==> config.mk <==
export PLATFORM = sky130hd
export DESIGN_NAME = modifier_double_tap_chord_detector
export DESIGN_NICKNAME = d
export VERILOG_FILES = /design/src/rtl/mdtc_pkg.sv /design/src/rtl/mdtc_key_store.sv /design/src/rtl/mdtc_walker.sv /design/src/rtl/modifier_double_tap_chord_detector.sv
export VERILOG_INCLUDE_DIRS = /design/src /design/src/rtl
export SDC_FILE = /design/constraint.sdc
export NUM_CORES = 1
export LEC_CHECK = 0
export BUFFER_PORTS_ARGS = -buffer_cell sky130_fd_sc_hd__buf_2
export CORE_MARGIN = 2
export CORE_UTILIZATION = 35
export DETAILED_ROUTE_END_ITERATION = 10
export HOLD_SLACK_MARGIN = 0.05
export SYNTH_ARGS = -nofsm -noshare
export SYNTH_HDL_FRONTEND = slang
export SYNTH_SLANG_ARGS = --single-unit
==> constraint.sdc <==
create_clock -name clock -period 9.5 [get_ports clock]
set_clock_uncertainty 0.15 [all_clocks]
set_input_delay 2.85 -clock clock [delete_from_list [all_inputs] [get_ports clock]]
set_output_delay 2.85 -clock clock [all_outputs]
set_load 0.02 [all_outputs]
==> src/rtl/assert_macros.svh <==
// Assertion macros shared by the RTL of the modifier chord detector.
// Included by the files that carry concurrent assertions; no other dependencies.
`ifndef ASSERT_MACROS_SVH
`define ASSERT_MACROS_SVH

// Clocked property, switched off while the reset is applied.
`define ASSERT_RST(label, clk, rst, prop) \
   label: assert property (@(posedge clk) disable iff (rst) prop) \
      else $error("assertion failed");

// Clocked property that must also hold during reset.
`define ASSERT_ALWAYS(label, clk, prop) \
   label: assert property (@(posedge clk) prop) \
      else $error("assertion failed");

`endif

==> src/rtl/mdtc_pkg.sv <==
// Shared types, constants and key decode functions of the modifier chord detector.
// Stands alone; used by every module of the block.
package mdtc_pkg;

   localparam int KEY_CODES_DEF   = 256;
   localparam int MAX_PENDING_DEF = 8;

   localparam int CSR_INDEX_W = 3;
   localparam int CSR_DATA_W  = 16;

   // Configuration register indexes.
   localparam logic [CSR_INDEX_W-1:0] REG_ENABLE       = 3'd0;
   localparam logic [CSR_INDEX_W-1:0] REG_FIRST_MOD    = 3'd1;
   localparam logic [CSR_INDEX_W-1:0] REG_SECOND_MOD   = 3'd2;
   localparam logic [CSR_INDEX_W-1:0] REG_DOUBLE_WIN   = 3'd3;
   localparam logic [CSR_INDEX_W-1:0] REG_CHORD_WIN    = 3'd4;

   localparam logic [15:0] DOUBLE_WIN_RESET = 16'd350;
   localparam logic [15:0] CHORD_WIN_RESET  = 16'd100;

   typedef logic [2:0] cls_type;

   localparam cls_type CLS_NONE    = 3'd0;
   localparam cls_type CLS_SHIFT   = 3'd1;
   localparam cls_type CLS_CONTROL = 3'd2;
   localparam cls_type CLS_WIN     = 3'd3;
   localparam cls_type CLS_ALT     = 3'd4;

   typedef struct packed {
      logic [7:0]  key_code;
      logic        key_down;
      logic        end_of_poll;
      logic [31:0] time_ms;
      logic        remote_active;
   } req_type;

   typedef struct packed {
      logic [3:0] hotkeys_fired;
      logic       remote_suppressed;
      logic       interference_seen;
   } rsp_type;

   typedef struct packed {
      logic        hotkey_enable;
      cls_type     first_modifier;
      cls_type     second_modifier;
      logic [15:0] double_window_ms;
      logic [15:0] chord_window_ms;
   } cfg_type;

   // Commands from the sample stage to the walk unit.
   typedef struct packed {
      logic        push;
      logic [3:0]  entry;
      logic        interfere;
      logic        start;
      logic [31:0] now;
      logic        remote;
   } walk_cmd_type;

   typedef struct packed {
      logic       done;
      logic [3:0] fired;
      logic       suppressed;
   } walk_sts_type;

   function automatic cls_type modifier_class(input logic [7:0] code);
      cls_type cls;
      case (code)
         8'hA0, 8'hA1: cls = CLS_SHIFT;
         8'hA2, 8'hA3: cls = CLS_CONTROL;
         8'h5B, 8'h5C: cls = CLS_WIN;
         8'hA4, 8'hA5: cls = CLS_ALT;
         default:      cls = CLS_NONE;
      endcase
      return cls;
   endfunction

   // Keys whose edges count as interference with a modifier gesture.
   function automatic logic is_other_key(input logic [7:0] code);
      logic hit;
      case (code) inside
         8'h08, 8'h09, [8'h20:8'h24], 8'h2D, 8'h2E, [8'h30:8'h39], [8'h41:8'h5A],
         [8'h60:8'h87], [8'hBA:8'hC0], [8'hDB:8'hDF], 8'hE2: hit = 1'b1;
         default: hit = 1'b0;
      endcase
      return hit;
   endfunction

endpackage

==> src/rtl/mdtc_key_store.sv <==
// Per-key previous-state memory with a clearing pass after reset.
// Depends on mdtc_pkg for its default depth.
module mdtc_key_store #(
   parameter int DEPTH = mdtc_pkg::KEY_CODES_DEF,
   localparam int AW = $clog2(DEPTH)
) (
   input  logic          clock,
   input  logic          reset,
   input  logic          rd_en,
   input  logic [AW-1:0] rd_addr,
   output logic          rd_data,
   input  logic          wr_en,
   input  logic [AW-1:0] wr_addr,
   input  logic          wr_data,
   output logic          busy
);

   logic          mem [DEPTH];
   logic          rd_data_ff;
   logic          busy_ff;
   logic [AW-1:0] clr_addr_ff;

   always_ff @(posedge clock) begin
      if (reset) begin
         busy_ff     <= 1'b1;
         clr_addr_ff <= '0;
      end else if (busy_ff) begin
         clr_addr_ff <= clr_addr_ff + AW'(1);
         if (clr_addr_ff == AW'(DEPTH - 1)) begin
            busy_ff <= 1'b0;
         end
      end
   end

   always_ff @(posedge clock) begin
      if (busy_ff) begin
         mem[clr_addr_ff] <= 1'b0;
      end else if (wr_en) begin
         mem[wr_addr] <= wr_data;
      end
      if (rd_en) begin
         rd_data_ff <= mem[rd_addr];
      end
   end

   assign rd_data = rd_data_ff;
   assign busy    = busy_ff;

endmodule

==> src/rtl/mdtc_walker.sv <==
// Edge queue memory and the poll-end walk that checks double taps and chords.
// Depends on mdtc_pkg for the command, status and configuration types.
module mdtc_walker #(
   parameter int MAX_PENDING = mdtc_pkg::MAX_PENDING_DEF
) (
   input  logic                   clock,
   input  logic                   reset,
   input  mdtc_pkg::cfg_type      cfg,
   input  mdtc_pkg::walk_cmd_type cmd,
   output mdtc_pkg::walk_sts_type sts
);

   localparam int QAW = $clog2(MAX_PENDING);
   localparam int CW  = $clog2(MAX_PENDING + 1);

   typedef enum logic {
      W_IDLE,
      W_RUN
   } walk_state_type;

   walk_state_type    state_ff;
   logic [3:0]        q_mem [MAX_PENDING];
   logic [3:0]        q_rd_ff;
   logic [QAW-1:0]    q_rd_addr;
   logic              q_wr_en;
   logic [CW-1:0]     count_ff;
   logic [QAW-1:0]    idx_ff;
   mdtc_pkg::cls_type last_mod_ff;
   logic [31:0]       last_time_ff;
   logic              other_ff;
   logic [3:0]        fired_ff;
   logic              supp_ff;
   logic              done_ff;
   logic [31:0]       now_ff;
   logic              remote_ff;

   mdtc_pkg::cls_type e_cls;
   logic              e_down;
   logic [31:0]       dt;
   logic              dbl;
   logic              chord;
   logic              pair;
   logic              last_entry;
   logic              hit;

   assign q_wr_en   = (state_ff == W_IDLE) && cmd.push && (count_ff < CW'(MAX_PENDING));
   // While walking, the next entry is fetched as the current one is evaluated.
   assign q_rd_addr = (state_ff == W_RUN) ? idx_ff + QAW'(1) : '0;

   always_ff @(posedge clock) begin
      if (q_wr_en) begin
         q_mem[count_ff[QAW-1:0]] <= cmd.entry;
      end
      q_rd_ff <= q_mem[q_rd_addr];
   end

   always_comb begin
      e_cls      = q_rd_ff[3:1];
      e_down     = q_rd_ff[0];
      dt         = now_ff - last_time_ff;
      dbl        = (last_mod_ff == e_cls) && (dt < 32'(cfg.double_window_ms));
      chord      = (last_mod_ff != e_cls) && (dt < 32'(cfg.chord_window_ms));
      pair       = ((cfg.first_modifier == e_cls) && (cfg.second_modifier == last_mod_ff))
                || ((cfg.first_modifier == last_mod_ff) && (cfg.second_modifier == e_cls));
      last_entry = (CW'(idx_ff) + CW'(1)) == count_ff;
      hit        = !e_down && (dbl || chord) && pair && !other_ff;
   end

   always_ff @(posedge clock) begin
      if (reset) begin
         state_ff     <= W_IDLE;
         count_ff     <= '0;
         idx_ff       <= '0;
         last_mod_ff  <= mdtc_pkg::CLS_NONE;
         last_time_ff <= '0;
         other_ff     <= 1'b0;
         fired_ff     <= '0;
         supp_ff      <= 1'b0;
         done_ff      <= 1'b0;
         now_ff       <= '0;
         remote_ff    <= 1'b0;
      end else begin
         done_ff <= 1'b0;
         case (state_ff)
            W_IDLE: begin
               if (cmd.interfere) begin
                  count_ff     <= '0;
                  last_mod_ff  <= mdtc_pkg::CLS_NONE;
                  last_time_ff <= '0;
                  other_ff     <= 1'b1;
               end else if (q_wr_en) begin
                  count_ff <= count_ff + CW'(1);
               end
               if (cmd.start) begin
                  now_ff    <= cmd.now;
                  remote_ff <= cmd.remote;
                  fired_ff  <= '0;
                  supp_ff   <= 1'b0;
                  idx_ff    <= '0;
                  if (!cfg.hotkey_enable || (count_ff == '0)) begin
                     done_ff  <= 1'b1;
                     count_ff <= '0;
                  end else begin
                     state_ff <= W_RUN;
                  end
               end
            end
            W_RUN: begin
               if (e_down) begin
                  if ((e_cls == cfg.first_modifier) || (e_cls == cfg.second_modifier)) begin
                     other_ff <= 1'b0;
                  end
               end else if (dbl || chord) begin
                  if (pair && !other_ff) begin
                     last_mod_ff  <= mdtc_pkg::CLS_NONE;
                     last_time_ff <= '0;
                     if (remote_ff) begin
                        supp_ff <= 1'b1;
                     end else begin
                        fired_ff <= fired_ff + 4'd1;
                     end
                  end
               end else begin
                  last_mod_ff  <= e_cls;
                  last_time_ff <= now_ff;
               end
               idx_ff <= idx_ff + QAW'(1);
               // A suppressed detection ends the walk early.
               if (last_entry || (hit && remote_ff)) begin
                  state_ff <= W_IDLE;
                  done_ff  <= 1'b1;
                  count_ff <= '0;
               end
            end
            default: begin
               state_ff <= W_IDLE;
            end
         endcase
      end
   end

   assign sts.done       = done_ff;
   assign sts.fired      = fired_ff;
   assign sts.suppressed = supp_ff;

endmodule

==> src/rtl/modifier_double_tap_chord_detector.sv <==
// Modifier double-tap and chord detector: after reset the key state memory is cleared
// entry by entry, during which req_ready stays low. A sample transaction has two steps:
// one reads the key's previous state from the key memory and one writes it back and
// queues any modifier edge. A transaction marked end_of_poll then waits in a kick step
// while an earlier result has not been taken, and the walk unit then steps through the
// edge queue memory, one queued edge after another (at most MAX_PENDING). Each poll end
// gives one result transaction; other samples give none. Configuration writes are taken
// in any cycle and belong between polls.
`include "assert_macros.svh"

module modifier_double_tap_chord_detector #(
   parameter int KEY_CODES   = mdtc_pkg::KEY_CODES_DEF,
   parameter int MAX_PENDING = mdtc_pkg::MAX_PENDING_DEF
) (
   input  logic                                 clock,
   input  logic                                 reset,
   input  logic                                 req_valid,
   output logic                                 req_ready,
   input  mdtc_pkg::req_type                    req_payload,
   output logic                                 rsp_valid,
   input  logic                                 rsp_ready,
   output mdtc_pkg::rsp_type                    rsp_payload,
   input  logic                                 csr_wr_en,
   input  logic [mdtc_pkg::CSR_INDEX_W-1:0]     csr_index,
   input  logic [mdtc_pkg::CSR_DATA_W-1:0]      csr_wdata
);

   localparam int KAW = $clog2(KEY_CODES);

   typedef enum logic [1:0] {
      S_IDLE,
      S_SAMPLE,
      S_KICK,
      S_WALK
   } state_type;

   state_type              state_ff;
   mdtc_pkg::req_type      item_ff;
   mdtc_pkg::cfg_type      cfg_ff;
   logic                   poll_int_ff;
   logic                   rsp_valid_ff;
   mdtc_pkg::rsp_type      rsp_ff;

   logic                   ks_rd_en;
   logic                   ks_rd_data;
   logic                   ks_wr_en;
   logic                   ks_busy;
   mdtc_pkg::cls_type      cls;
   logic                   other;
   logic                   key_edge;
   logic                   in_sample;
   logic                   accept;
   mdtc_pkg::walk_cmd_type walk_cmd;
   mdtc_pkg::walk_sts_type walk_sts;

   assign req_ready = (state_ff == S_IDLE) && !ks_busy;
   assign accept    = req_valid && req_ready;
   assign ks_rd_en  = accept;

   always_comb begin
      cls       = mdtc_pkg::modifier_class(item_ff.key_code);
      other     = mdtc_pkg::is_other_key(item_ff.key_code);
      key_edge  = ks_rd_data != item_ff.key_down;
      in_sample = (state_ff == S_SAMPLE) && cfg_ff.hotkey_enable;
      // Unlisted keys never touch the store; other keys are ignored once a poll is disturbed.
      ks_wr_en  = in_sample && ((cls != mdtc_pkg::CLS_NONE) || (other && !poll_int_ff));

      walk_cmd.push      = in_sample && (cls != mdtc_pkg::CLS_NONE) && key_edge;
      walk_cmd.entry     = {cls, item_ff.key_down};
      walk_cmd.interfere = in_sample && (cls == mdtc_pkg::CLS_NONE) && other
                        && !poll_int_ff && key_edge;
      walk_cmd.start     = (state_ff == S_KICK) && !rsp_valid_ff;
      walk_cmd.now       = item_ff.time_ms;
      walk_cmd.remote    = item_ff.remote_active;
   end

   mdtc_key_store #(
      .DEPTH (KEY_CODES)
   ) u_key_store (
      .clock   (clock),
      .reset   (reset),
      .rd_en   (ks_rd_en),
      .rd_addr (KAW'(req_payload.key_code)),
      .rd_data (ks_rd_data),
      .wr_en   (ks_wr_en),
      .wr_addr (KAW'(item_ff.key_code)),
      .wr_data (item_ff.key_down),
      .busy    (ks_busy)
   );

   mdtc_walker #(
      .MAX_PENDING (MAX_PENDING)
   ) u_walker (
      .clock (clock),
      .reset (reset),
      .cfg   (cfg_ff),
      .cmd   (walk_cmd),
      .sts   (walk_sts)
   );

   always_ff @(posedge clock) begin
      if (accept) begin
         item_ff <= req_payload;
      end
   end

   always_ff @(posedge clock) begin
      if (reset) begin
         state_ff     <= S_IDLE;
         poll_int_ff  <= 1'b0;
         rsp_valid_ff <= 1'b0;
         rsp_ff       <= '0;
         cfg_ff.hotkey_enable    <= 1'b0;
         cfg_ff.first_modifier   <= mdtc_pkg::CLS_NONE;
         cfg_ff.second_modifier  <= mdtc_pkg::CLS_NONE;
         cfg_ff.double_window_ms <= mdtc_pkg::DOUBLE_WIN_RESET;
         cfg_ff.chord_window_ms  <= mdtc_pkg::CHORD_WIN_RESET;
      end else begin
         if (csr_wr_en) begin
            case (csr_index)
               mdtc_pkg::REG_ENABLE:     cfg_ff.hotkey_enable    <= csr_wdata[0];
               mdtc_pkg::REG_FIRST_MOD:  cfg_ff.first_modifier   <= csr_wdata[2:0];
               mdtc_pkg::REG_SECOND_MOD: cfg_ff.second_modifier  <= csr_wdata[2:0];
               mdtc_pkg::REG_DOUBLE_WIN: cfg_ff.double_window_ms <= csr_wdata;
               mdtc_pkg::REG_CHORD_WIN:  cfg_ff.chord_window_ms  <= csr_wdata;
               default: ;
            endcase
         end
         if (rsp_valid_ff && rsp_ready) begin
            rsp_valid_ff <= 1'b0;
         end
         case (state_ff)
            S_IDLE: begin
               if (accept) begin
                  state_ff <= S_SAMPLE;
               end
            end
            S_SAMPLE: begin
               if (walk_cmd.interfere) begin
                  poll_int_ff <= 1'b1;
               end
               state_ff <= item_ff.end_of_poll ? S_KICK : S_IDLE;
            end
            S_KICK: begin
               // The walk starts only once the result register is free.
               if (walk_cmd.start) begin
                  state_ff <= S_WALK;
               end
            end
            S_WALK: begin
               if (walk_sts.done) begin
                  rsp_valid_ff                <= 1'b1;
                  rsp_ff.hotkeys_fired        <= walk_sts.fired;
                  rsp_ff.remote_suppressed    <= walk_sts.suppressed;
                  rsp_ff.interference_seen    <= cfg_ff.hotkey_enable && poll_int_ff;
                  poll_int_ff                 <= 1'b0;
                  state_ff                    <= S_IDLE;
               end
            end
            default: begin
               state_ff <= S_IDLE;
            end
         endcase
      end
   end

   assign rsp_valid   = rsp_valid_ff;
   assign rsp_payload = rsp_ff;

   `ASSERT_RST(a_result_from_walk, clock, reset, $rose(rsp_valid_ff) |-> $past(state_ff == S_WALK))
   `ASSERT_RST(a_start_with_free_output, clock, reset, walk_cmd.start |-> !rsp_valid_ff && !walk_sts.done)
   `ASSERT_RST(a_fired_bounded, clock, reset, rsp_valid_ff |-> rsp_ff.hotkeys_fired <= 4'(MAX_PENDING))
   `ASSERT_ALWAYS(a_no_accept_while_clearing, clock, ks_busy |-> !accept)

endmodule

---- After elaboration in Yosys (flattened, before gate mapping) ----
Memories as Yosys holds them, arrays and structs flattened. A register that Yosys moved wholly into a read port is not among the register bits.
Cells that the tools add are included.
word-level totals
  logic and storage cells ................. 234
  bits in writable memories ............... 288
  ROM bits ................................ 0
  input port bits ......................... 67
  latch bits .............................. 0
  output and inout bits ................... 8
  register bits ........................... 184
  memories ................................ 2
memories
  memory           words  width  read ports  clocked after memory_dff  write ports  line                  text
  u_key_store.mem  256    1      1           1                         1            mdtc_key_store.sv:18  logic mem [DEPTH];
  u_walker.q_mem   8      4      1           1                         1            mdtc_walker.sv:22     logic [3:0] q_mem [MAX_PENDING];
operators by class
  shift-type cells ........................ 0
  $lt $le $gt $ge ......................... 15
  reduce and logical (&&, ||, !) cells .... 68
  add/sub/neg operators ................... 6
  bitwise gates (word level) .............. 1
  div/mod/pow operators ................... 0
  $mul .................................... 0
  equal/unequal tests ..................... 46
  muxes and demuxes ....................... 67
operators with widths
  kind                  number
  $mux W32              4
  $eq A8 B8 Y1 const B  8
  $lt A32 B16 Y1        2
  $pmux W32 S2          1
  $mux W4               10
  $sub A32 B32 Y32      1
  $logic_and A1 B1 Y1   31
  $mux W1               30
  $le A8 B8 Y1 const B  3
  $eq A3 B3 Y1          7
  $mux W3               6
  $ne A2 B2 Y1 const B  9
  $eq A8 B4 Y1 const B  2
  $eq A8 B6 Y1 const B  2
  $eq A8 B7 Y1 const B  2
  $ge A8 B6 Y1 const B  2
  $ge A8 B7 Y1 const B  2
  $ge A8 B8 Y1 const B  2
  $le A8 B6 Y1 const B  2
  $pmux W4 S2           2
  $reduce_and A2 Y1     7
  $pmux W3 S2           2
  $pmux W3 S4           1
  $reduce_and A3 Y1     4
  other kinds (32)      61

---- Longest topological paths before layout ----
Gate-level depths: netlist of the first run.
  word-level depth ........................ 13
  mapped depth ............................ 24
  depth with buffers taken out ............ 23

---- Modules after synthesis ----
Synthesis of the first run repeated with hierarchy kept, for this count alone.
unflattened totals
  cell total of the unflattened synthesis .. 2,088
  area, all modules ....................... 22,913.2 µm²
by module, submodules not included
  module                              seq. area each (µm²)  area each (µm²)  times used  cells an instance
  mdtc_key_store                      7,897.6               11,816.3         1           889
  mdtc_walker                         2,702.6               7,619.8          1           884
  modifier_double_tap_chord_detector  2,272.2               3,477.1          1           315

---- Worst setup path after synthesis of the first run ----
Ideal clock, no wire load.
  path kind ............................... register to register
  from .................................... register item_ff[37] (netlist name)
  to ...................................... memory u_key_store.mem[0] (data pin)
  setup slack ............................. 2.936 ns
  path buffers ............................ 3
  data arrival time ....................... 5.542 ns
  cell stages (with the launch flop) ...... 11
  period minus slack after synthesis ...... 6.564 ns
  library setup time ...................... 0.873 ns
  data required time ...................... 8.477 ns
  path through ............................ edfxtp_1 > clkbuf_1 > o21ai_0 > a31oi_1 > o31a_1 > o41ai_1 > o21bai_1 > a211oi_2 > buf_2 > buf_2 > and2_1
between the ends
  cells in the longest elaborated chain, start to end .. 12
  elaborated cells on any way between the ends .. 47
  those cells by class .................... order compare (12); eq/ne (13); mux (6); reduce/logical (16)
ends and longest elaborated chain
  item                                                              line                                       text
  from (decl)                                                       modifier_double_tap_chord_detector.sv:38   mdtc_pkg::req_type item_ff;
  from (signal assigned)                                            modifier_double_tap_chord_detector.sv:103  item_ff <= req_payload;
  $ge A8 B6 Y1 (implied by the code), or another cell as far along  modifier_double_tap_chord_detector.sv:62   other = mdtc_pkg::is_other_key(item_ff.key_code);
  $logic_and A1 B1 Y1 (implied by the code)                         modifier_double_tap_chord_detector.sv:62
  $reduce_or A11 Y1                                                 mdtc_pkg.sv:82                             case (code) inside
  $mux W1                                                           mdtc_pkg.sv:82
  $logic_and A1 B1 Y1                                               modifier_double_tap_chord_detector.sv:66   ks_wr_en = in_sample && ((cls != mdtc_pkg::CLS_NONE) || (other && !poll_int_ff));
  $logic_or A1 B1 Y1 *                                              modifier_double_tap_chord_detector.sv:66
  $logic_and A1 B1 Y1 *                                             modifier_double_tap_chord_detector.sv:66
  $mux W1 *                                                         mdtc_key_store.sv:38                       end else if (wr_en) begin
  $mux W1 *                                                         mdtc_key_store.sv:36                       if (busy_ff) begin
  $mux W1 (implied by the code) *                                   mdtc_key_store.sv:39                       mem[wr_addr] <= wr_data;
  $reduce_or A1 Y1 (no line) *                                      --
  $mux W1 (no line) *                                               --
  to (decl)                                                         mdtc_key_store.sv:18
Mark *: on every way between the ends. The rest lies on a longest branch, timed or not.

---- Worst setup path after layout of the first run ----
  from .................................... register u_walker.now_ff[0]
  to ...................................... register u_walker.last_time_ff[30]
between the ends
  cells in the longest elaborated chain, start to end .. 7
  elaborated cells on any way between the ends .. 11
  those cells by class .................... add/sub (1); order compare (2); eq/ne (1); mux (3); reduce/logical (4)
ends and longest elaborated chain
  item                                           line                                  text
  from (decl)                                    mdtc_walker.sv:34                     logic [31:0] now_ff;
  from (signal assigned)                         mdtc_walker.sv:95                     now_ff <= cmd.now;
  $sub A32 B32 Y32 *                             mdtc_walker.sv:60                     dt = now_ff - last_time_ff;
  $lt A32 B16 Y1, on equally long branches       mdtc_walker.sv:61, mdtc_walker.sv:62
  $logic_and A1 B1 Y1, on equally long branches  mdtc_walker.sv:61, mdtc_walker.sv:62
  $logic_or A1 B1 Y1 *                           mdtc_walker.sv:113                    end else if (dbl || chord) begin
  $mux W32                                       mdtc_walker.sv:113
  $mux W32                                       mdtc_walker.sv:109                    if (e_down) begin
  $pmux W32 S2                                   mdtc_walker.sv:84                     case (state_ff)
  to (signal assigned)                           mdtc_walker.sv:125                    last_time_ff <= now_ff;
  to (decl)                                      mdtc_walker.sv:29                     logic [31:0] last_time_ff;
Mark *: on every way between the ends. The rest lies on a longest branch, timed or not. The select of a mux whose other input is x is not followed.
A chain may end at the register's enable or synchronous reset.

==> results of run 1 <==
## layout make-up
class / count / area share (%)
well taps: 855 / 4.24
clock buffers: 62 / 5.18
clock inverters: 28 / 0.907
inverters: 82 / 1.22
repair buffers: 85 / 1.81
flip-flops and latches: 477 / 51.0
multi-input cells: 1303 / 35.6
## state kept, by name, summed over array words and instances (netlist names), 3 cells and up, named ones only
| register | count |
|---|---|
| u_walker.q_rd_ff | 4 |
| u_walker.last_mod_ff | 3 |
| u_walker.idx_ff | 3 |
| u_walker.last_time_ff | 32 |
| item_ff | 43 |
| cfg_ff | 39 |
| u_walker.q_mem | 32 |
| u_key_store.mem | 256 |
| rsp_payload | 6 |
| u_walker.now_ff | 32 |
| u_walker.fired_ff | 4 |
| u_key_store.clr_addr_ff | 8 |
| u_walker.count_ff | 4 |
## logic make-up after synthesis
logic type	count (synthesis)	synth area share, %
buffers and inverters	193	3.41
muxes	120	10.3
DFF	477	56.9
and+or+nand+nor	758	14.7
xor gates and xnor gates	45	1.74
AOI/OAI and AO/OA	313	9.21
adders and majority gates	67	3.74
## metal layers
metal  vias to the layer above  wire [um]  GRT usage [%]
met3                        73       3020           2.37
met4                         0       1130           4.61
met5                         -          0              0
met1                      7450      22300           20.5
li1                       7184          -              -
met2                       441      26600           27.6
## Yosys cell counts (15+ instances only)
| library cell | count |
|---|---|
| nor2_1 | 333 |
| edfxtp_1 | 332 |
| nand2_1 | 250 |
| dfxtp_1 | 145 |
| a21oi_1 | 119 |
| mux4_2 | 89 |
| clkbuf_1 | 84 |
| inv_1 | 82 |
| ha_1 | 66 |
| o21ai_0 | 40 |
| a22o_1 | 30 |
| nand2b_1 | 29 |
| nor3_1 | 27 |
| mux2i_1 | 25 |
| xor2_1 | 24 |
| nand3_1 | 21 |
| xnor2_1 | 21 |
| nand4_1 | 17 |
| a21o_1 | 15 |
## report_power, final
| part | total [uW] | internal [uW] | switching [uW] |
|---|---|---|---|
| sequential | 2210 | 2200 | 5.67 |
| clock | 1830 | 1010 | 820 |
| combinational | 122 | 45.0 | 77.1 |
## how the worst min path moves through the flow
stage          cells after the start  startpoint    endpoint
2_1_floorplan                      2   cfg_ff[0]   cfg_ff[0]
3_3_place_gp                       2  cfg_ff[23]  cfg_ff[23]
3_5_place_dp                       2   cfg_ff[1]   cfg_ff[1]
4_1_cts                            2   cfg_ff[9]   cfg_ff[9]
5_1_grt                            2   cfg_ff[8]   cfg_ff[8]
6_report                           2  cfg_ff[12]  cfg_ff[12]
## worst register-to-register path: stages, from the launching register on
cell and delay [ns]:
dfxtp_1 0.35, inv_1 0.05, ha_1 0.22, fa_1 0.41, nor2b_1 0.19, o2111ai_1 0.19, a21oi_2 0.36, o21a_1 0.20
nor2_1 0.05, xnor2_1 0.38, ha_1 0.34, o21ai_0 0.20, nor2_1 0.06, a2111oi_0 0.41, o31ai_1 0.21, a2111oi_0 0.50
nand4_1 0.20, nor4_4 0.43, a41oi_2 0.21, nor3_4 0.63, buf_4 0.39, a22o_1 0.19
## per-stage QoR
| stage | cells | total power [uW] | instance area, um2 | setup WS [ns] |
|---|---|---|---|---|
| floorplan | 1973 | 2330 | 22600 | 2.94 |
| global placement | 2802 | 2380 | 23700 | 2.95 |
| detailed placement | 2802 | 2380 | 23700 | 2.86 |
| CTS | 2892 | 4210 | 25200 | 3.12 |
| global route | 2892 | 4300 | 25200 | 2.66 |
| finish | 2892 | 4160 | 25200 | 3.11 |
==> metrics, run 1 <==
outcome=finished clean; final period utilization=67.2%; # Max-Cap Violations=0; I/O Pins=75; Post-DRT Antenna Nets=0; Routed WL=53.0 mm; share of layout cells above drive strength 1=14.2%; CTS Buf Count=50; Fin Hold WS=0.311 ns; clock sinks=477; number of setup buffers added after CTS=0; max-slew violations=0; initial antenna violation count=0; post-cts resize count=0; critical path class=reg -> reg; Reg2Reg Setup Slack=3.11 ns; actual slew at the worst max-slew pin=1.34 ns; Min Clock Period, post-route=6.39 ns; most area-hungry cell type in the Yosys netlist=edfxtp_1; crit path to=u_walker.last_time_ff[30]; worst vdd ir=0.136 mV; final hold violation count=0; Post-Syn Area=0.0226 mm2; first-pass GRT wire length=83.8 mm; CP max stage delay=0.63 ns; GRT overflow=0; Initial DRT Pass Iterations=7; commonest non-fill, non-tap cell in the layout=nor2_1; pin count of the biggest net entering global routing=112; diode count=0; Critical Path End Type=register; Ys Warns=0; area of the multi-input gates=0.00899 mm2; Register Area=0.0129 mm2; register area share after synthesis=56.9%; final net count=2,133; clock insertion delay at the later pin of the skew report=0.61 ns; Initial Util=35.3%; clock buffer depth=3; CP Cell Sequence=inv_1 -> ha_1 -> fa_1 -> nor2b_1 -> o2111ai_1 -> a21oi_2 -> o21a_1 -> nor2_1 -> xnor2_1 -> ha_1 -> o21ai_0 -> nor2_1 -> a2111oi_0 -> o31ai_1 -> a2111oi_0 -> nand4_1 -> nor4_4 -> a41oi_2 -> nor3_4 -> buf_4 -> a22o_1; Arr. time, crit path=6.77 ns; EDFF count, synth=332; most frequent cells in the layout=333 x nor2_1, 332 x edfxtp_1, 250 x nand2_1; Crit path buffers/inverters=2; clock slew at reported path FFs=0.06 ns; initial drt markers=1,251; Pleak=0.00907 uW; Slew Limit Headroom=10.3%; Synth area leaders=edfxtp_1 44%, dfxtp_1 13%, mux4_2 8.9%; Core Rows=93; PD cells=165 mW/mm2; Hold Buf Count CTS=0; Port Buf Inserts=74; CP max stage cell=nor3_4; commonest register cell after synthesis=edfxtp_1; worst reg2reg path depth=21; Yosys top cell area share=44.1%; core area=0.0641 mm2; Synth Register Bits=477; Crit path max-delay family=compound AO/OA/AOI/OAI gates; WP data required=9.89 ns; DRC viols=0; total negative setup slack=0 ns; Synthesized Nets=2,107; Hold/Removal Path Class=reg -> reg; crit start category=register; Setup crit start=u_walker.now_ff[0]; WL/cell=18.3 um; FF-to-FF End=u_walker.last_time_ff[30]; R2R Path Start=u_walker.now_ff[0]; Setup violations, final=0; Die Height=258 um; GRT Total Usage=15.9%; Final GP Congestion=0.850; largest fanout on the critical path=22; syn avg cell area=11.5 um2; Netlist cell types=79; Via Count=15,100; CTS H-tree depth=2; die area=0.0667 mm2; final core utilization=39.4%; WP depth=21; synthesis-to-layout area growth=11.6%; post-synthesis async set-or-reset flop share=0%; fill cell count=6,114; fmax=157 MHz; TritonCTS clock tree=yes; clk root buf=clkbuf_16; Mapped Cells=1,973; Vias/cell=5.24; RSZ-0062 raised after global routing=false; Die W=258 um; dpl hpwl=35.5 mm; vias in the first global route=15,000
No activity file was read; power rests on OpenSTA's default activity.
==> inputs of run 2 (changes only) <==
clock period = 5.69 ns   (was 9.5 ns; I/O delays follow)
==> run 2 against run 1 <==
Utilization increased by 0.54 points. Via count rose by 0.80%. Critical path type unchanged. Wire length rose by 5.0%. Sequential cell count unchanged. Clock-buffer cell count fell by 4.
==> metrics, run 2 (synthesized netlist as in run 1, its figures left out) <==
outcome=finished clean; Reg2Reg Setup Slack=0.29 ns; R2R Path Start=u_walker.last_time_ff[2]; sw frac=21.6%; synthesis-to-layout area growth=13.1%; GRT Total Usage=16.5%; Arr. time, crit path=5.77 ns; worst vdd ir=0.255 mV; pin count of the biggest net entering global routing=141; Crit path buffers/inverters=3; clock slew at reported path FFs=0.06 ns; post-route insts no fill=2,911; WP data required=6.06 ns; GRT overflow=0; WL/cell=19.1 um; CP max stage delay=0.53 ns; Core Rows=93; clock power share=46.0%; crit start category=register; Via Count=15,300; Die W=258 um; actual slew at the worst max-slew pin=1.21 ns; # Max-Cap Violations=0; I/O Pins=75; total power=7230 uW; share of layout cells above drive strength 1=15.0%; hold-critical path endpoint=cfg_ff[0]; clock sinks=477; clock buffer depth=3; NetSw=1560 uW; dpl hpwl=37.0 mm; TritonCTS clock tree=yes; final net count=2,149; final hold violation count=0; Min Clock Period, post-route=5.40 ns; DRC viols=0; CP max stage cell=or4_1; PD cells=283 mW/mm2; combinational share of power=2.9%; Port Buf Inserts=74; critical path class=reg -> reg; sequential power share=51.1%; core area=0.0641 mm2; die area=0.0667 mm2; diode count=0; commonest non-fill, non-tap cell in the layout=nor2_1; vias in the first global route=15,300; Hold Path Origin=cfg_ff[0]; Slew Limit Headroom=19.0%; clock insertion delay at the later pin of the skew report=0.61 ns; first-pass GRT wire length=86.6 mm; Pleak=0.00924 uW; max-slew violations=0; initial drt markers=1,302; clk root buf=clkbuf_16; Die Height=258 um; most frequent cells in the layout=333 x nor2_1, 332 x edfxtp_1, 250 x nand2_1; FF-to-FF End=u_walker.fired_ff[3]; Hold/Removal Path Class=reg -> reg; Routed WL=55.7 mm; DP Cell Count=2,816; CTS Buf Count=50; fmax=185 MHz; final period utilization=94.9%; top flop regs=u_key_store.mem x256, item_ff x43, cfg_ff x39; worst reg2reg path depth=20; Post-DRT Antenna Nets=0; most flop-heavy register=u_key_store.mem; Crit path max-delay family=compound AO/OA/AOI/OAI gates; CTS H-tree depth=2; Critical Path End Type=register; Vias/cell=5.25; max reg flops=256; Final GP Congestion=0.889; Setup violations, final=0; largest fanout on the critical path=9; Initial DRT Pass Iterations=5; CP Cell Sequence=inv_1 -> ha_1 -> o211ai_1 -> a21oi_1 -> buf_4 -> o211a_1 -> o311ai_2 -> nand2_1 -> xor2_1 -> ha_1 -> and4_1 -> a2111oi_1 -> o31ai_1 -> a2111oi_2 -> nand4_1 -> nor4_4 -> nand3_4 -> buf_4 -> or4_1 -> a21oi_1; Initial Util=35.3%; Hold Crit Depth=2; Power Internal=5670 uW; initial antenna violation count=1
-- run 2: repair_timing --
| action | 4_1_cts | 5_1_grt |
|---|---|---|
| endpoints found under the setup margin | 0 | 45 |
| buffers inserted | 0 | 2 |
| resized for setup | 0 | 10 |
| hold buffers | 0 | 0 |
-- run 2: worst min-delay path, delay by kind of cell, from the launching register on --
family / cells / cell delay [ns]
flops: 1 / 0.30
simple gates: 1 / 0.05
compound gates: 1 / 0.05
-- run 2: per-layer routing --
| metal | vias to the layer above | part of all wire, % | track usage [%] | routed length (um) |
|---|---|---|---|---|
| li1 | 7206 | - | - | - |
| met5 | - | 0 | 0 | 0 |
| met3 | 88 | 5.0 | 2.30 | 2780 |
| met4 | 0 | 2.2 | 4.25 | 1200 |
| met1 | 7579 | 42 | 21.1 | 23600 |
| met2 | 396 | 51 | 29.4 | 28100 |
-- run 2: power by group through the flow --
stage / Clock, uW / Combinational, uW / Sequential [uW]
floorplan: 0 / 130 / 3760
global placement: 0 / 211 / 3760
detailed placement: 0 / 212 / 3760
CTS: 3410 / 213 / 3690
global route: 3540 / 228 / 3690
finish: 3330 / 211 / 3690
-- run 2: cell type report --
type / instances / area (um2)
clock buffers: 58 / 1320
clock inverters: 35 / 350
fillers: 6162 / 38500
inverters: 82 / 308
multi-input cells: 1303 / 9020
flip-flops and latches: 477 / 12900
well taps: 855 / 1070
repair buffers: 101 / 636
-- run 2: through the flow --
stage | area (um2) | hold slack, ns | TNS (ns) | worst slack (ns) | util, %
2_1_floorplan | 22600 | 0.282 | 0 | 0.722 | -
5_1_grt | 25600 | 0.324 | -0.0388 | -0.0388 | 39.9
4_1_cts | 25500 | 0.302 | 0 | 0.0755 | 39.8
6_report | 25600 | 0.301 | 0 | 0.292 | 39.9
3_3_place_gp | 23900 | 0.290 | 0 | 0.146 | 37.2
3_5_place_dp | 23900 | 0.293 | 0 | 0.129 | 37.2
-- run 2: worst max-delay path by stage --
stage	startpoint	end	slack (ns)	cells past startpoint
after floorplan	req_payload[35]	u_key_store.rd_data	0.72	6
after global placement	u_walker.last_time_ff[4]	u_walker.last_time_ff[26]	0.15	23
after detailed placement	u_walker.last_time_ff[2]	u_walker.last_time_ff[22]	0.13	20
after CTS	u_walker.last_time_ff[2]	u_walker.last_time_ff[13]	0.08	20
after global routing	u_walker.last_time_ff[2]	u_walker.fired_ff[3]	-0.04	24
final	u_walker.last_time_ff[2]	u_walker.fired_ff[3]	0.29	20
==> inputs of run 3 (changes only) <==
clock period = 4.4 ns   (was 5.69 ns; I/O delays follow)
==> run 3 against run 2 <==
Critical path type unchanged. Via count increased by 3.5%. Sequential cell count unchanged. Worst setup slack got worse by 0.86 ns. Sequential share of layout area decreased by 2.7 points. Power increased by 33%. Sequential power increased by 29%. Global-route usage increased by 0.20 points. Critical path depth increased by 1. Clock power increased by 37%. The run now ends with setup timing left. Design area increased by 5.8%. First-iteration DRC count decreased by 6.3%.
==> metrics, run 3 (synthesized netlist as in run 1, its figures left out) <==
PnR worst setup slack=-0.567 ns; GRT Total Usage=16.7%; CP max stage delay=0.47 ns; CP Cell Sequence=inv_1 -> ha_4 -> a21o_1 -> buf_4 -> nand2b_1 -> o211a_4 -> o311ai_4 -> nand2_2 -> xor2_2 -> ha_1 -> and4_4 -> a2111oi_2 -> o31ai_2 -> a2111oi_2 -> nand4_1 -> nor4_4 -> buf_4 -> nand3_4 -> buf_6 -> or4_4 -> a21oi_2; worst vdd ir=0.433 mV; PD cells=356 mW/mm2; final hold violation count=0; Initial DRT Pass Iterations=6; first-pass GRT wire length=87.8 mm; Fin Hold WS=0.299 ns; Routed WL=56.8 mm; vias in the first global route=15,900; top flop regs=u_key_store.mem x256, item_ff x43, cfg_ff x39; WL/cell=18.7 um; final net count=2,281; Hold Buf Count CTS=0; final period utilization=113%; GRT overflow=0; Core Rows=93; post-route insts no fill=3,044; Hold/Removal Path Class=reg -> reg; clock slew at reported path FFs=0.06 ns; WP data required=4.79 ns; Port Buf Inserts=74; max-slew violations=0; Via Count=15,800; largest fanout on the critical path=5; dpl hpwl=38.1 mm; initial antenna violation count=1; clk root buf=clkbuf_16; Post-DRT Antenna Nets=0; DP Cell Count=2,931; DRC viols=0; fin area=0.0271 mm2; critical path class=reg -> reg; actual slew at the worst max-slew pin=1.08 ns; initial drt markers=1,220; Min Clock Period, post-route=4.97 ns; most frequent cells in the layout=332 x nor2_1, 332 x edfxtp_1, 248 x nand2_1; clock insertion delay at the later pin of the skew report=0.62 ns; max reg flops=256; die area=0.0667 mm2; Initial Util=35.3%; Critical Path End Type=register; Slew Limit Headroom=27.7%; diode count=0; Pleak=0.0101 uW; clock buffer depth=3; CTS Buf Count=52; RSZ-0062 raised after global routing=true; CP max stage cell=or4_4; share of layout cells above drive strength 1=22.2%; Area after DPL=0.0249 mm2; Arr. time, crit path=5.36 ns; outcome=finished with violations; failing checks=setup timing; Die Height=258 um; TritonCTS clock tree=yes; Final GP Congestion=0.869; worst slack, placed=-0.705 ns; Vias/cell=5.19; I/O Pins=75; Die W=258 um; Setup violations, final=46; fmax=201 MHz; CTS H-tree depth=2; core area=0.0641 mm2; fill cell count=6,058; clock sinks=477; pin count of the biggest net entering global routing=144; # Max-Cap Violations=0; most flop-heavy register=u_key_store.mem; final core utilization=42.2%; crit start category=register; synthesis-to-layout area growth=19.6%
[run 3: cell count changes in the layout (fill, tap and decap cells not counted), sizes merged]
cell / delta
buf: +128
clkinv: -10
inv: +1
clkbuf: +13
bufinv: +1
[run 3: worst max-delay path: cells and delay by family (launching register included)]
kind                     cells  cell delay [ns]
flip-flops                   1             0.33
AND/OR/NAND/NOR              7             1.43
adder cells (fa/ha/maj)      2             0.52
AO/OA/AOI/OAI                7             1.77
XOR/XNOR                     1             0.17
buffers and inverters        4             0.53
[run 3: per-layer routing]
layer	vias up	wire [um]	GRT usage (%)
li1	7481	-	-
met1	7817	23600	20.9
met2	410	28500	29.5
met3	99	3020	2.70
met4	0	1640	5.48
met5	-	0	0
[run 3: final timing paths]
kind / from / end / slack (ns) / cells past startpoint
min reg2reg: cfg_ff[0] / cfg_ff[0] / 0.30 / 2
max reg2reg: u_walker.last_time_ff[4] / u_walker.fired_ff[2] / -0.57 / 21
min: cfg_ff[0] / cfg_ff[0] / 0.30 / 2
max: u_walker.last_time_ff[4] / u_walker.fired_ff[2] / -0.57 / 21
[run 3: layout make-up]
type / instances / area [um2] / area share (%)
timing repair buffer: 231 / 1730 / 6.39
inverter: 82 / 308 / 1.14
sequential: 477 / 12900 / 47.6
multi-input combinational: 1303 / 9260 / 34.2
clock inverter: 27 / 348 / 1.29
tap: 855 / 1070 / 3.95
clock buffer: 69 / 1460 / 5.41
[run 3: report_power, final]
part / switching (uW) / total, uW / internal [uW]
registers: 11.6 / 4770 / 4760
logic: 181 / 307 / 126
clock network: 1850 / 4560 / 2710
total: 2040 / 9640 / 7600
[run 3: through the flow]
stage	total power (uW)	TNS [ns]
after floorplan	5030	-8.73
after global placement	5160	-24.35
after detailed placement	5160	-29.76
after CTS	9750	-25.47
after global routing	9960	-35.93
final	9640	-23.83
[run 3: repair_timing]
action	CTS	global route
gates cloned	0	3
pin swaps	10	19
setup endpoints to repair	46	90
resized for setup	17	28
buffers inserted	7	7
